### config.mk
export PLATFORM = sky130hd
export DESIGN_NAME = positional_insert_delete_array
export DESIGN_NICKNAME = d
export VERILOG_FILES = /design/src/hw/rtl/pida_pkg.sv /design/src/hw/rtl/pida_check.sv /design/src/hw/rtl/positional_insert_delete_array.sv
export SDC_FILE = /design/constraint.sdc
export NUM_CORES = 1
export LEC_CHECK = 0
export BUFFER_PORTS_ARGS = -buffer_cell sky130_fd_sc_hd__buf_2
export CORE_ASPECT_RATIO = 0.5
export CORE_MARGIN = 2
export CORE_UTILIZATION = 40
export DETAILED_ROUTE_END_ITERATION = 12
export RECOVER_POWER = 100
export SKIP_LAST_GASP = 1
export SYNTH_ARGS = -nofsm -noshare
export SYNTH_HDL_FRONTEND = slang
export SYNTH_SLANG_ARGS = --single-unit
export TNS_END_PERCENT = 50
### constraint.sdc
create_clock -name clk -period 5.1 [get_ports clk]
set_input_delay 0.765 -clock clk [delete_from_list [all_inputs] [get_ports clk]]
set_output_delay 0.765 -clock clk [all_outputs]
set_load 0.01 [all_outputs]
### src/hw/rtl/pida_pkg.sv
// Shared constants, request and status codes, and the check result type.
package pida_pkg;

  localparam int DEPTH  = 16;
  localparam int ADDR_W = $clog2(DEPTH);
  localparam int CNT_W  = $clog2(DEPTH + 1);
  localparam int POS_W  = 5;
  localparam int DATA_W = 32;
  localparam int CMP_W  = (CNT_W > POS_W) ? CNT_W : POS_W;

  localparam logic [1:0] REQ_INSERT = 2'd0;
  localparam logic [1:0] REQ_DELETE = 2'd1;
  localparam logic [1:0] REQ_READ   = 2'd2;

  localparam logic [1:0] ST_OK    = 2'd0;
  localparam logic [1:0] ST_RANGE = 2'd1;
  localparam logic [1:0] ST_FULL  = 2'd2;
  localparam logic [1:0] ST_EMPTY = 2'd3;

  typedef struct packed {
    logic       ok;
    logic [1:0] status;
  } chk_t;

endpackage

### src/hw/rtl/pida_check.sv
// Request validation: capacity, emptiness and position checks, and unknown codes.
module pida_check (
  input  logic [1:0]                  req_type,
  input  logic [pida_pkg::POS_W-1:0]  position,
  input  logic [pida_pkg::CNT_W-1:0]  count,
  output pida_pkg::chk_t              chk
);

  logic [pida_pkg::CMP_W-1:0] pos_x;
  logic [pida_pkg::CMP_W-1:0] cnt_x;
  logic                       full;
  logic                       empty;

  assign pos_x = pida_pkg::CMP_W'(position);
  assign cnt_x = pida_pkg::CMP_W'(count);
  assign full  = (count >= pida_pkg::CNT_W'(pida_pkg::DEPTH));
  assign empty = (count == '0);

  always_comb begin
    chk.status = pida_pkg::ST_OK;
    case (req_type)
      pida_pkg::REQ_INSERT: begin
        if (full) begin
          chk.status = pida_pkg::ST_FULL;
        end else if (pos_x > cnt_x) begin
          chk.status = pida_pkg::ST_RANGE;
        end
      end
      pida_pkg::REQ_DELETE, pida_pkg::REQ_READ: begin
        if (empty) begin
          chk.status = pida_pkg::ST_EMPTY;
        end else if (pos_x >= cnt_x) begin
          chk.status = pida_pkg::ST_RANGE;
        end
      end
      default: chk.status = pida_pkg::ST_RANGE;
    endcase
    chk.ok = (chk.status == pida_pkg::ST_OK);
  end

endmodule

### src/hw/rtl/positional_insert_delete_array.sv
// Top level: packed word array with positional insert, delete and read.
//
//  channel  | direction | handshake                    | payload
//  ---------+-----------+------------------------------+------------------------------------
//  request  | in        | start, accepted when !busy   | req_type, position, value
//  result   | out       | done, one cycle, no backpres. | read_data, element_count, status
//
// Elements move one place per S_STEP and S_MOVE pair through an array with one
// write port, a registered read and one shared index step unit. Busy after
// acceptance: an insert at p shifts the words from p up, a delete shifts those
// above p down and a read only fetches; done is high in the cycle busy falls. A
// rejected request keeps busy low and gives done on the next cycle. Reset clears
// the count; array words are not cleared. The result cannot be stalled.
module positional_insert_delete_array (
  input  logic                                clk,
  input  logic                                rst,
  input  logic                                start,
  output logic                                busy,
  input  logic [1:0]                          req_type,
  input  logic [pida_pkg::POS_W-1:0]          position,
  input  logic signed [pida_pkg::DATA_W-1:0]  value,
  output logic                                done,
  output logic signed [pida_pkg::DATA_W-1:0]  read_data,
  output logic [pida_pkg::POS_W-1:0]          element_count,
  output logic [1:0]                          status
);

  typedef enum logic [1:0] {
    S_IDLE,
    S_CAPT,
    S_STEP,
    S_MOVE
  } state_t;

  state_t                         state;
  logic [1:0]                     op;
  logic [pida_pkg::ADDR_W-1:0]    idx;
  logic [pida_pkg::ADDR_W-1:0]    pos_r;
  logic [pida_pkg::DATA_W-1:0]    val_r;
  logic [pida_pkg::DATA_W-1:0]    data_r;
  logic [pida_pkg::CNT_W-1:0]     count;

  logic [pida_pkg::DATA_W-1:0]    mem [pida_pkg::DEPTH];
  logic [pida_pkg::DATA_W-1:0]    rd_q;
  logic [pida_pkg::ADDR_W-1:0]    rd_addr;
  logic                           wr_en;
  logic [pida_pkg::ADDR_W-1:0]    wr_addr;
  logic [pida_pkg::DATA_W-1:0]    wr_data;

  logic [pida_pkg::ADDR_W-1:0]    idx_step;
  logic                           ins_more;
  logic                           del_more;
  pida_pkg::chk_t                 chk;

  pida_check u_check (
    .req_type (req_type),
    .position (position),
    .count    (count),
    .chk      (chk)
  );

  // shared index step: down for insert, up for delete
  assign idx_step = (op == pida_pkg::REQ_INSERT) ? (idx - 1'b1) : (idx + 1'b1);
  assign ins_more = (idx > pos_r);
  assign del_more = ((pida_pkg::CNT_W'(idx) + pida_pkg::CNT_W'(1)) < count);

  assign busy = (state != S_IDLE);

  always_comb begin
    rd_addr = idx_step;
    if (state == S_IDLE) begin
      rd_addr = position[pida_pkg::ADDR_W-1:0];
    end
    wr_en   = (state == S_MOVE) ||
              ((state == S_STEP) && (op == pida_pkg::REQ_INSERT) && !ins_more);
    wr_addr = (state == S_MOVE) ? idx : pos_r;
    wr_data = (state == S_MOVE) ? rd_q : val_r;
  end

  always_ff @(posedge clk) begin
    if (wr_en) begin
      mem[wr_addr] <= wr_data;
    end
    rd_q <= mem[rd_addr];
  end

  always_ff @(posedge clk) begin
    if (rst) begin
      state <= S_IDLE;
      count <= '0;
      done  <= 1'b0;
    end else begin
      done <= 1'b0;
      case (state)
        S_IDLE: begin
          if (start) begin
            op    <= req_type;
            pos_r <= position[pida_pkg::ADDR_W-1:0];
            val_r <= value;
            idx   <= position[pida_pkg::ADDR_W-1:0];
            if (!chk.ok) begin
              done          <= 1'b1;
              read_data     <= '0;
              status        <= chk.status;
              element_count <= pida_pkg::POS_W'(count);
            end else if (req_type == pida_pkg::REQ_INSERT) begin
              idx   <= count[pida_pkg::ADDR_W-1:0];
              state <= S_STEP;
            end else begin
              state <= S_CAPT;
            end
          end
        end
        S_CAPT: begin
          if (op == pida_pkg::REQ_READ) begin
            done          <= 1'b1;
            read_data     <= rd_q;
            status        <= pida_pkg::ST_OK;
            element_count <= pida_pkg::POS_W'(count);
            state         <= S_IDLE;
          end else begin
            data_r <= rd_q;
            state  <= S_STEP;
          end
        end
        S_STEP: begin
          if (op == pida_pkg::REQ_INSERT) begin
            if (ins_more) begin
              state <= S_MOVE;
            end else begin
              count         <= count + 1'b1;
              done          <= 1'b1;
              read_data     <= '0;
              status        <= pida_pkg::ST_OK;
              element_count <= pida_pkg::POS_W'(count + 1'b1);
              state         <= S_IDLE;
            end
          end else begin
            if (del_more) begin
              state <= S_MOVE;
            end else begin
              count         <= count - 1'b1;
              done          <= 1'b1;
              read_data     <= data_r;
              status        <= pida_pkg::ST_OK;
              element_count <= pida_pkg::POS_W'(count - 1'b1);
              state         <= S_IDLE;
            end
          end
        end
        S_MOVE: begin
          idx   <= idx_step;
          state <= S_STEP;
        end
        default: state <= S_IDLE;
      endcase
    end
  end

  a_count_bound: assert property (@(posedge clk) disable iff (rst)
    count <= pida_pkg::CNT_W'(pida_pkg::DEPTH))
    else $error("element count above capacity");

  a_done_idle: assert property (@(posedge clk) disable iff (rst)
    done |-> (state == S_IDLE))
    else $error("result given while a request is still in progress");

  a_done_count: assert property (@(posedge clk) disable iff (rst)
    done |-> (element_count == pida_pkg::POS_W'(count)))
    else $error("reported count differs from held count");

  a_reject_keeps: assert property (@(posedge clk) disable iff (rst)
    (start && !busy && !chk.ok) |=> (count == $past(count)) && !busy)
    else $error("rejected transaction changed the array");

  a_work_legal: assert property (@(posedge clk) disable iff (rst)
    (busy && (op == pida_pkg::REQ_INSERT)) |->
      (count < pida_pkg::CNT_W'(pida_pkg::DEPTH)))
    else $error("insert in progress on a full array");

endmodule

==> results of run 1 <==
[kinds of logic after synthesis]
family	share of synthesized area (%)
flip-flops	75.5
AND/OR/NAND/NOR	3.82
multiplexers	12.7
AO/OA/AOI/OAI	4.32
buffers and inverters	1.91
adder cells (fa/ha/maj)	1.36
XOR/XNOR	0.372
[Yosys cell counts, types with 14 or more instances]
library cell / number / area share (%)
mux2_2: 32 / 1.4
edfxtp_1: 625 / 72
a22oi_1: 33 / 0.96
mux4_2: 128 / 11
nor2_1: 32 / 0.46
clkbuf_1: 32 / 0.46
inv_1: 25 / 0.36
nor2b_1: 35 / 0.84
and2_1: 34 / 0.82
nand2_1: 77 / 1.1
a211oi_1: 35 / 1.0
a31oi_1: 40 / 0.97
ha_1: 25 / 1.2
buf_2: 14 / 0.27
dfxtp_1: 40 / 3.1
[registers in the layout, indices dropped and copies added, names as in the netlist]
signal	count
state	2
status	2
element_count	5
val_r	32
idx	4
rd_q	32
done	1
op	2
data_r	32
mem	512
read_data	32
pos_r	4
count	5
[metrics by stage]
stage / instance area (um^2) / worst slack (ns) / std cells / total power [mW]
after detailed placement: 27600 / 1.41 / 2245 / 10.7
final: 29500 / 0.869 / 2355 / 15.1
after global placement: 27600 / 1.55 / 2245 / 10.6
after global routing: 29500 / 0.627 / 2355 / 15.8
after floorplan: 25900 / 1.58 / 1328 / 9.56
after CTS: 29700 / 1.38 / 2355 / 15.3
[placed cells by master, fill, tap and decap left out, types with 8 or more instances in the layout]
cell type  synthesis  layout
edfxtp_1         625     625
mux4_2           128     128
nand2_1           77      77
clkbuf_1          32      69
clkbuf_16          0      61
a31oi_1           40      40
dfxtp_1           40      40
nor2b_1           35      35
a211oi_1          35      35
a22oi_1           33      33
mux2_1             0      32
buf_2             14      32
inv_1             25      26
ha_1              25      25
and2_1            34      19
nor2_1            32      19
and2_0             0      15
nor2_4             0      13
buf_4              3      13
nor3_1            12      12
a21oi_1           11      11
clkbuf_8           0      11
clkinv_1           0      10
o21ai_0            9       9
buf_12             0       9
xnor2_1            8       8
[layer usage]
metal	vias to the layer above	wire length [um]	track usage, %
met5	-	0	0
met4	0	926	3.39
met3	83	3560	3.19
met2	439	27400	28.0
met1	6849	25400	24.8
li1	5582	-	-
[worst max path at each step]
stage                                    endpoint  slack (ns)  cells after the start
after CTS                    mem[8][30]$_DFFE_PP_        1.38                      8
after detailed placement      mem[8][5]$_DFFE_PP_        1.41                      8
after global routing         data_r[12]$_DFFE_PP_        0.63                      6
final                            rd_q[19]$_DFF_P_        0.87                     11
after global placement    read_data[23]$_DFFE_PP_        1.55                     10
after floorplan              mem[10][0]$_DFFE_PP_        1.58                      7
[worst max-delay path, delay by kind of cell, from the launching register on]
kind | cells | cell delay [ns]
AO/OA/AOI/OAI | 2 | 0.36
XOR/XNOR | 1 | 0.23
adder cells (fa/ha/maj) | 1 | 0.45
buffers and inverters | 3 | 1.43
flip-flops | 1 | 0.40
multiplexers | 2 | 0.66
AND/OR/NAND/NOR | 2 | 0.39
[power by group through the flow]
stage,combinational [mW],clock (mW),sequential (mW)
3_5_place_dp,3.69,0,7.02
2_1_floorplan,2.59,0,6.97
6_report,3.62,4.58,6.91
4_1_cts,3.70,4.67,6.91
3_3_place_gp,3.63,0,7.01
5_1_grt,3.93,4.89,6.96
[area by class of cell]
class,instances,share of cell area (%)
repair buffers,118,2.34
well taps,871,3.70
multi-input cells,564,20.4
flip-flops and latches,665,66.4
clock buffers,84,5.85
inverters,27,0.361
clock inverters,26,0.977
==> results.md, run 1 <==
- The flow ran to the end, but the final reports show violations.
- The checks that failed: capacitance limit, slew limit.
- The worst slew margin relative to its limit is -40.8%.
- The required time of the worst setup path is 5.50 ns.
- The first global-routing pass estimated 86300 um of wire.
- The total power density per cell area is 513 mW/mm^2.
- After detailed routing, the average wire length per cell comes to 24.3 um.
- The number of distinct standard cells referenced by the synthesized netlist is 52.
- The worst register-to-register path ends at rd_q[19]$_DFF_P_.
- Combinational cells account for 23.9% of the total power.
- For this block, the routed nets add up to 57300 um of wire.
- Entering global routing, the biggest net connects 89 pins.
- The H-tree generated during clock tree synthesis spans 2 levels.
- The die covers 0.0670 mm^2.
- The area occupied by multi-input gates is 0.00600 mm^2.
- The worst setup path startpoint is op[0]$_DFFE_PP_.
- The number of post-CTS setup repair buffers is 0.
- For the worst flop-to-flop path, the logic depth is 11.
- The number of nets in the finished design is 1505.
- The number of enable-type register cells in the synthesized netlist is 625.
- The final worst clock skew is 0.0189 ns.
- The capturing element type of the critical path is a flop.
- The fraction of the core area covered by cells at the end of the flow is 46.4%.
- The max-slew violation total from the final report is 91.
- For the worst setup path, the data arrival time is 4.63 ns.
- Pin placement for this block handled 83 I/O pins.
- Summed over all cells, the static leakage comes to 9.37 nW.
- For the pin with the worst max-slew slack, the measured transition is 2.10 ns.
- Traced cell by cell, the critical path runs through inv_1, nand2_1, inv_1, fa_1, xor2_1, mux2i_4, clkbuf_4, mux4_2, and2_1, a211oi_1, a31oi_1.
- The switching part of the total is 28.6%.
- The fraction of final layout cells with drive strength greater than 1 is 20.1%.
- The routed design could run at a clock period as short as 4.23 ns.
- Global routing consumed, over all layers together, 17.3% of the routing resources.
- Setup repair after global routing left no endpoint under its margin.
- The most numerous cell type found on the critical path is inv_1.
- The number of CTS-inserted buffers is 60.
- The sequential cell area is 0.0196 mm^2.
- The post-route clock period utilization is 83.0%.
- The clock slew seen by the registers of the worst setup and hold paths is 0.07 ns.
- The classification of the worst-slack hold path is input port to flop.
- Clock tree synthesis selected as its root buffer the cell clkbuf_16.
- In this run the power spent charging and discharging nets is 4.32 mW.
- The largest fanout on the critical path is 88.
- The number of antenna violations at the first check in global routing is 0.
- For this run, asynchronously set or reset flops after synthesis account for 0%.
- The number of nets with antenna violations after routing is 0.
- The count of buffers inserted at the top-level ports is 82.
- The die is 184 um tall.
- For this design, the sink count on the clock tree is 665.
- After detailed routing, the number of vias per cell comes to 5.50.
- The congestion estimate from routability-driven global placement came to 0.827.
- The launch point of the worst hold path is value[31].
- The antenna diode count is 0.
- The clock network accounts for 30.3% of the total power.
- For this run, the slowest stage of the critical path takes 1.12 ns.
- The final-layout worst hold slack is 0.328 ns.
- The cell with the largest stage delay on the worst path is clkbuf_4.
- The total vias in the final route is 13000.
- The effective utilization at floorplan is 40.8%.
- VDD sags by at most 0.271 mV.
- For this run, design rule violations remaining after detail routing come to 0.
- The filler cells instantiated in the layout total 5307.
- Setup violations remaining at the end of the flow were counted as 0.
- The final global-route overflow total is 0.
- The floorplan step defined a core boundary enclosing 0.0635 mm^2.
- Detailed placement finished with a half-perimeter wire length of 31300 um.
- Counting every net in the synthesized netlist gives 1397.
- The first detailed-routing pass took 5 iterations.
- The critical path is of the flop to flop type.
- From left edge to right edge, the die measures 364 um.
- The sequential cell area fraction in the yosys report is 75.5%.
- The number of rows created at floorplan is 65.
- STA classifies the critical path startpoint as a flop.
- Dividing the synthesized area by the synthesized cell count gives 19.5 um^2.
- The initial DRC count is 1211.
- The number of buffers added to fix hold violations after cts is 0.
- In this run the deepest clock path goes through 3 buffers.
- The number of gates resized after cts is 0.
- The area overhead of the layout relative to synthesis is 13.7%.
- At the later pin of the worst-skew pair, clock insertion delay measures 0.61 ns.
- The via count of the first global-routing pass was 13400.
- Timing would allow up to 236 MHz.
- The TritonCTS clock tree is yes.
- The sequential power share is 45.8%.
- The worst hold path terminates at val_r[31]$_DFFE_PP_.
- The final setup TNS is 0 ns.
- The warning count from the yosys run is 0.
- Counting instances, the worst hold path has a depth of 1.
- Cell internal power was estimated by the tool at 10.8 mW.
- The gate count after technology mapping is 1328.
- In this run the cell area of the synthesized design comes to 0.0259 mm^2.
- The hold violation total from the final report is 0.
- The worst-case register-to-register setup slack is 0.87 ns.
- The launching point of the worst reg2reg path is op[0]$_DFFE_PP_.
- The tool flagged a number of max-cap violations equal to 4.
- The flip-flop and latch count after synthesis is 665.
- The most instantiated flip-flop cell in the synthesis netlist is edfxtp_1.
Power figures use the tool's default switching activity.
==> run 2: changes to the inputs <==
Settings changed: ABC_AREA from default to 1.
Clock period 5.1 ns to 3.4 ns, I/O delays scaled along.
==> run 2 against run 1 <==
The flow still finishes with violations (capacitance limit, slew limit). Setup slack got worse by 0.54 ns. Critical endpoint is now rd_q[21]$_DFF_P_. Register-to-register slack got worse by 0.54 ns. First-iteration DRC count grew 42%. Power grew 70%. Critical path type unchanged. Final area increased by 3.9%. Critical path depth is the same. Via count rose by 31%. Highest routed layer unchanged. Synthesized cell count grew 64%. Core utilization down 0.50 points.
==> results.md, run 2 <==
- The run finished, with violations left.
- The final reports fail on capacitance limit, slew limit.
- The share of the synthesized area in compound gates (AO/OA/AOI/OAI) is 10.7%.
- The overall die area is 0.0695 mm^2.
- The hold violation total from the final report is 0.
- The clock slew seen by the registers of the worst setup and hold paths is 0.07 ns.
- The I/O pin count is 83.
- The area occupied by multi-input gates is 0.00630 mm^2.
- The total of max-cap violations is 1.
- The count of buffers added on input and output ports is 82.
- The required time of the worst setup path is 3.95 ns.
- Setup repair after global routing left no endpoint under its margin.
- The initial DRC count is 1722.
- For this design the total switching power over the nets is 9.11 mW.
- The switching part of the total is 35.4%.
- By area the synthesized netlist is led by edfxtp_1 70%, nand2_1 4.6%, nor2_1 4.4%, o21ai_0 3.6%, dfxtp_1 3.0%.
- The wire length on met3 is 4470 um.
- The final critical path time including I/O delays and setup is 3.07 ns.
- The top-area cell type share of the netlist area is 69.7%.
- The number of iterations in the first detailed-routing pass is 5.
- Derived from the worst setup path, the maximum achievable clock frequency is 325 MHz.
- After detailed routing, the total wire length is 68300 um.
- After Yosys synthesis, and, or, nand and nor cells account for 10.7% of the synthesized area.
- The flip-flop count of the largest register, all copies and words added is 512.
- The count of placed standard cells including taps is 3100.
- The net count of the finished layout is 2335.
- Ranked by flip-flop count, first place goes to mem.
- The detailed router placed 16900 vias in this run.
- The synthesized netlist contains 36 unique library cells.
- The mux cell area share after synthesis is 0%.
- The number of antenna violations at the first check in global routing is 1.
- The area growth from synthesis to layout is 13.8%.
- The clock reaches the later pin of the worst-skew pair after 0.63 ns.
- The buffer levels on the longest clock path is 3.
- For this run, the total global-route usage over all layers was measured as 19.6%.
- For this configuration, the core starts out at a cell density of 40.3%.
- The nature of the critical path startpoint is a flop.
- In this run the top signal layer used is met4.
- The initialized floorplan defines 67 standard-cell rows.
- The HPWL after detailed placement is 39700 um.
- For this run, the number of Yosys warnings is 0.
- For this design the static power due to leakage is 10.6 nW.
- The number of enable-type register cells in the synthesized netlist is 625.
- The via count of the first global-routing pass was 16400.
- The number of gates resized after cts is 0.
- The area of the mapped netlist is 0.0269 mm^2.
- The number of nets with antenna violations after routing is 0.
- The post-route clock period utilization is 90.4%.
- The sequential cell area is 0.0196 mm^2.
- The tree is rooted in a clkbuf_16.
- The flip-flop and latch count after synthesis is 665.
- The combinational share of power is 30.6%.
- The final worst clock skew is 0.0268 ns.
- In this run the vertical extent of the chip is 187 um.
- The area of the core region is 0.0667 mm^2.
- The xor and xnor area share after synthesis is 0.325%.
- The commonest cells after synthesis are 625 x edfxtp_1, 328 x nand2_1, 317 x nor2_1.
- At the pin with the least slew margin, the transition time is 2.03 ns.
- Synthesis produced a netlist whose cell count is 2172.
- The fraction of final layout cells with drive strength greater than 1 is 9.11%.
- The net count after synthesis is 2241.
- The floorplan step set the die width to 371 um.
- Yosys instantiated no cell more often than edfxtp_1.
- The dominant combinational cell family by area after synthesis is compound AO/OA/AOI/OAI gates.
- The fill cell instance count of the final layout is 6013.
- The peak supply drop is 0.845 mV.
- The library cell used most frequently in the layout, excluding fill and tap cells, is edfxtp_1.
- Dividing the detail-routed via count by the number of cells gives 5.26.
- The clock network power share is 27.9%.
- The maximum number of pins on one net before global-route repair is 151.
- TritonCTS built the clock tree.
- Internal power comes to 16.6 mW.
- Dividing total power by cell area gives a power density of 840 mW/mm^2.
- The number of clock buffers added by TritonCTS is 61.
- The largest fanout on the critical path is 25.
- In the layout the commonest cells are 625 x edfxtp_1, 327 x nand2_1, 306 x nor2_1.
- The max-slew violation total from the final report is 33.
- The category of the most critical setup path is flop to flop.
- The number of clock sinks is 665.
- The mean area per synthesized cell is 12.4 um^2.
- After Yosys synthesis, full adders, half adders and majority gates account for 1.31% of the synthesized area.
- For this run, design rule violations remaining after detail routing come to 0.
- The placement-stage worst setup slack is 0.542 ns.
- The share of synthesized registers carrying an async set or reset is 0%.
- For the worst setup path, the data arrival time is 3.63 ns.
- The worst setup margin is 0.327 ns.
- The sequential power share is 41.4%.
- The cell type with the largest total area after synthesis is edfxtp_1.
- The last weighted congestion value of the routability-driven placer is 0.837.
- The path class of the tightest hold or removal check is input port to flop.
- The capturing element type of the critical path is a flop.
- Buffers inserted to repair hold after CTS numbered 0.
- For this run the aggregate overflow at the end of global routing stands at 0.
- Setup violations remaining at the end of the flow were counted as 0.
- The most instantiated flip-flop cell in the synthesis netlist is edfxtp_1.
- The number of post-CTS setup repair buffers is 0.
- Summed over all failing endpoints, the final setup total negative slack is 0 ns.
- The global-route wire length before repair is 103000 um.
- The total length of routed met2 wires is 31400 um.
- The worst slew margin relative to its limit is -35.4%.
- The antenna diode count is 0.
- The clock tree synthesis step divided the H-tree into 2 levels.
- For this run, the number of standard cells in the final layout without fillers is 3214.
- The sequential cell area fraction in the yosys report is 72.7%.
- The routed length on met1 is 31100 um.
- Dividing the detail-routed wire length by the instance count gives 21.2 um.
==> run 2: changes by cell type in the layout (fill, tap and decap cells not counted), moves of 48 or more <==
cell	before	now
mux4_2	128	0
a21oi_1	11	60
o21ai_0	9	191
o211ai_1	3	105
nand2_1	77	327
nand3_1	6	70
o21a_1	0	48
inv_1	26	127
nor2_1	19	306
o21ai_1	0	64
==> run 2: worst max-delay path, stage by stage, from the launching register on <==
cell,delay (ns)
edfxtp_1,0.41
nor2_1,0.39
clkbuf_1,0.39
ha_1,0.31
nand2_1,0.06
o21ai_1,0.07
xnor2_1,0.31
o21ai_4,0.13
inv_1,0.36
buf_12,0.29
o211ai_1,0.15
nand2_1,0.11
==> run 2: path summary, 6_finish.rpt <==
| kind | from | to | slack (ns) | cells past startpoint |
|---|---|---|---|---|
| max reg2reg | op[1]$_DFFE_PP_ | rd_q[21]$_DFF_P_ | 0.33 | 11 |
| min | value[21] | val_r[21]$_DFFE_PP_ | 0.05 | 1 |
| min reg2reg | rd_q[23]$_DFF_P_ | data_r[23]$_DFFE_PP_ | 0.48 | 0 |
| max | op[1]$_DFFE_PP_ | rd_q[21]$_DFF_P_ | 0.33 | 11 |
==> run 2: area by class of cell <==
type,count,area share [%]
clock inverter,23,1.11
sequential,665,63.9
clock buffer,91,5.72
inverter,130,1.59
tap,897,3.66
timing repair buffer,154,3.44
multi-input combinational,1254,20.6
==> run 2: cells by family after synthesis <==
logic type               after synthesis
AND/OR/NAND/NOR                      731
buffers and inverters                253
AO/OA/AOI/OAI                        486
adder cells (fa/ha/maj)               27
flip-flops                           665
XOR/XNOR                              10
==> run 2: through the flow <==
step	cell area [um^2]	hold WS [ns]	power (mW)	util [%]
2_1_floorplan	26900	0.430	16.0	-
3_3_place_gp	28800	0.453	18.7	43.1
3_5_place_dp	28800	0.463	18.8	43.1
4_1_cts	30900	0.0108	25.9	46.3
5_1_grt	30600	0.0254	27.1	45.9
6_report	30600	0.0455	25.7	45.9
==> run 2: power groups by stage <==
stage          registers (mW)  logic (mW)  clock network (mW)
3_3_place_gp             10.8        7.91                   0
4_1_cts                  10.6        8.01                7.27
5_1_grt                  10.7        8.75                7.60
2_1_floorplan            10.6        5.42                   0
3_5_place_dp             10.8        7.97                   0
6_report                 10.7        7.88                7.18
==> run 2: per-layer routing <==
metal / vias to the layer above / global-route usage, %
li1: 7914 / -
met1: 8350 / 29.1
met3: 101 / 2.38
met5: - / 0
met4: 0 / 4.53
met2: 545 / 30.7
==> run 3: changes to the inputs <==
Settings changed: CORE_MARGIN 2 to 3.
==> run 3 against run 2 <==
The flow now finishes without violations. Final area fell by 0.76%. Sequential power about the same. Clock power shrank 5.8%. First-iteration DRC count is 6.4% higher. Count of clock-buffer cells in the layout is 11 lower.
==> results.md, run 3 (same netlist as run 2, synthesis figures left out) <==
- Setup violations remaining at the end of the flow were counted as 0.
- In the layout the commonest cells are 625 x edfxtp_1, 327 x nand2_1, 305 x nor2_1.
- The total power density per cell area is 831 mW/mm^2.
- The critical path goes through ha_2, clkinv_1, buf_4, or2_2, o21ai_0, nand4_1, clkbuf_1, nor2_4, clkbuf_4.
- The overall die area is 0.0706 mm^2.
- The number of antenna diodes in the final layout is 0.
- The cell with the largest stage delay on the worst path is ha_2.
- The clock slew seen by the registers of the worst setup and hold paths is 0.06 ns.
- At the end of the flow, the number of nets in the layout was 2330.
- Counting the buffers created by CTS gives 60.
- The most frequent standard cell in the layout excluding fill and tap cells is edfxtp_1.
- The number of gates resized after cts is 0.
- The die is 373 um wide.
- Summed over all cells, the static leakage comes to 10.5 nW.
- The peak supply drop is 0.542 mV.
- The placement-stage worst setup slack is 0.461 ns.
- The measured slew at the worst slew-check pin is 1.41 ns.
- The final worst clock skew is 0.0280 ns.
- The post-route clock period utilization is 92.1%.
- The clock passes through at most 3 buffers.
- The TritonCTS clock tree is yes.
- The number of iterations in the first detailed-routing pass is 5.
- The largest register by flop count is mem.
- Using the TritonRoute via totals, the vias-per-cell ratio works out to 5.27.
- During placement, the flow inserted port buffers numbering 82.
- The I/O pin count is 83.
- The area overhead of the layout relative to synthesis is 12.9%.
- The number of buffers added to fix hold violations after cts is 0.
- The detailed-route DRC error count is 0.
- The fraction of final layout cells with drive strength greater than 1 is 8.57%.
- The classification of the worst-slack hold path is input port to flop.
- The final global-route overflow total is 0.
- The worst setup path is captured at a flop.
- The tool flagged a number of max-cap violations equal to 0.
- Once the floorplan was initialized, standard cells occupied 40.9% of the core.
- In this design, the largest share of critical-path delay is due to buffers and inverters.
- STA puts the critical path data required time at 3.66 ns.
- The final critical path time including I/O delays and setup is 3.13 ns.
- The critical path contains buffers and inverters numbering 4 combined.
- The number of antenna violations at the first check in global routing came to 2.
- The flip-flop count of the largest register, all copies and words added is 512.
- The worst setup margin is 0.269 ns.
- The total wire length is 68900 um.
- Setup repair after global routing left no endpoint under its margin.
- The HPWL after detailed placement is 38700 um.
- The maximum number of pins on one net before global-route repair is 122.
- The via count of the first global-routing pass was 16100.
- For the final routed database, the setup TNS stands at 0 ns.
- The clock drives 665 sinks.
- The area of the core region is 0.0658 mm^2.
- In this run, the number of DRC markers left after iteration 0 of detailed routing was 1833.
- For this run, the total global-route usage over all layers was measured as 19.3%.
- In this design, the stage delay of the slowest critical-path cell is 0.43 ns.
- The max-slew violation total from the final report is 0.
- The maximum clock frequency is 319 MHz.
- The first global-routing pass estimated 103000 um of wire.
- The worst slew margin relative to its limit is 5.75%.
- The count of nets left with antenna violations once routing finished came out at 0.
- The category of the most critical setup path is flop to flop.
- The total vias in the final route is 16800.
- In this run the number of H-tree levels came out at 2.
- After detailed routing, the average wire length per cell comes to 21.6 um.
- Of all nets on the critical path, the largest fanout is 25.
- The nature of the critical path startpoint is a flop.
- The last weighted congestion value of the routability-driven placer is 0.850.
- The number of rows created at floorplan is 66.
- The tree is rooted in a clkbuf_16.
- The run finished with clean final reports.
- The die is 189 um tall.
- The hold violation total from the final report is 0.
- At the later pin of the worst-skew pair, clock insertion delay measures 0.63 ns.
- The arrival time of the worst setup path is 3.40 ns.
- Buffers added to address setup during post-CTS repair amount to 0.
[run 3: path summary, 6_finish.rpt]
check	start	slack, ns	cells past startpoint	endpoint
min	value[5]	0.05	1	val_r[5]$_DFFE_PP_
min reg2reg	rd_q[5]$_DFF_P_	0.47	0	data_r[5]$_DFFE_PP_
max	state[0]$_SDFFE_PP0P_	0.27	9	mem[4][23]$_DFFE_PP_
max reg2reg	state[0]$_SDFFE_PP0P_	0.27	9	mem[4][23]$_DFFE_PP_
[run 3: metal layers]
metal  vias up  part of all wire, %  track usage [%]
met3        93                  8.0             3.57
met5         -                    0                0
met4         0                  2.0             4.66
li1       7896                    -                -
met2       597                   44             29.5
met1      8243                   46             28.7
[run 3: power breakdown]
group | internal [mW] | leakage, nW | total, mW | switching (mW)
clock network | 3.80 | 0.925 | 6.76 | 2.96
registers | 10.1 | 6.00 | 10.7 | 0.568
logic | 2.33 | 3.60 | 7.84 | 5.50
[run 3: cell type report]
type / count / area [um^2]
clock buffer: 80 / 1590
clock inverter: 31 / 333
fill: 5818 / 35400
inverter: 130 / 488
multi-input combinational: 1254 / 6310
sequential: 665 / 19600
tap: 884 / 1110
timing repair buffer: 150 / 996
[run 3: metrics by stage]
stage | power (mW) | instances | area (um^2) | utilization [%] | hold slack, ns
finish | 25.3 | 3194 | 30400 | 46.2 | 0.0508
floorplan | 16.0 | 2172 | 26900 | - | 0.430
CTS | 25.5 | 3194 | 30600 | 46.5 | 0.0214
global placement | 18.7 | 3083 | 28700 | 43.6 | 0.464
global route | 26.7 | 3194 | 30400 | 46.2 | 0.0220
detailed placement | 18.8 | 3083 | 28700 | 43.6 | 0.463
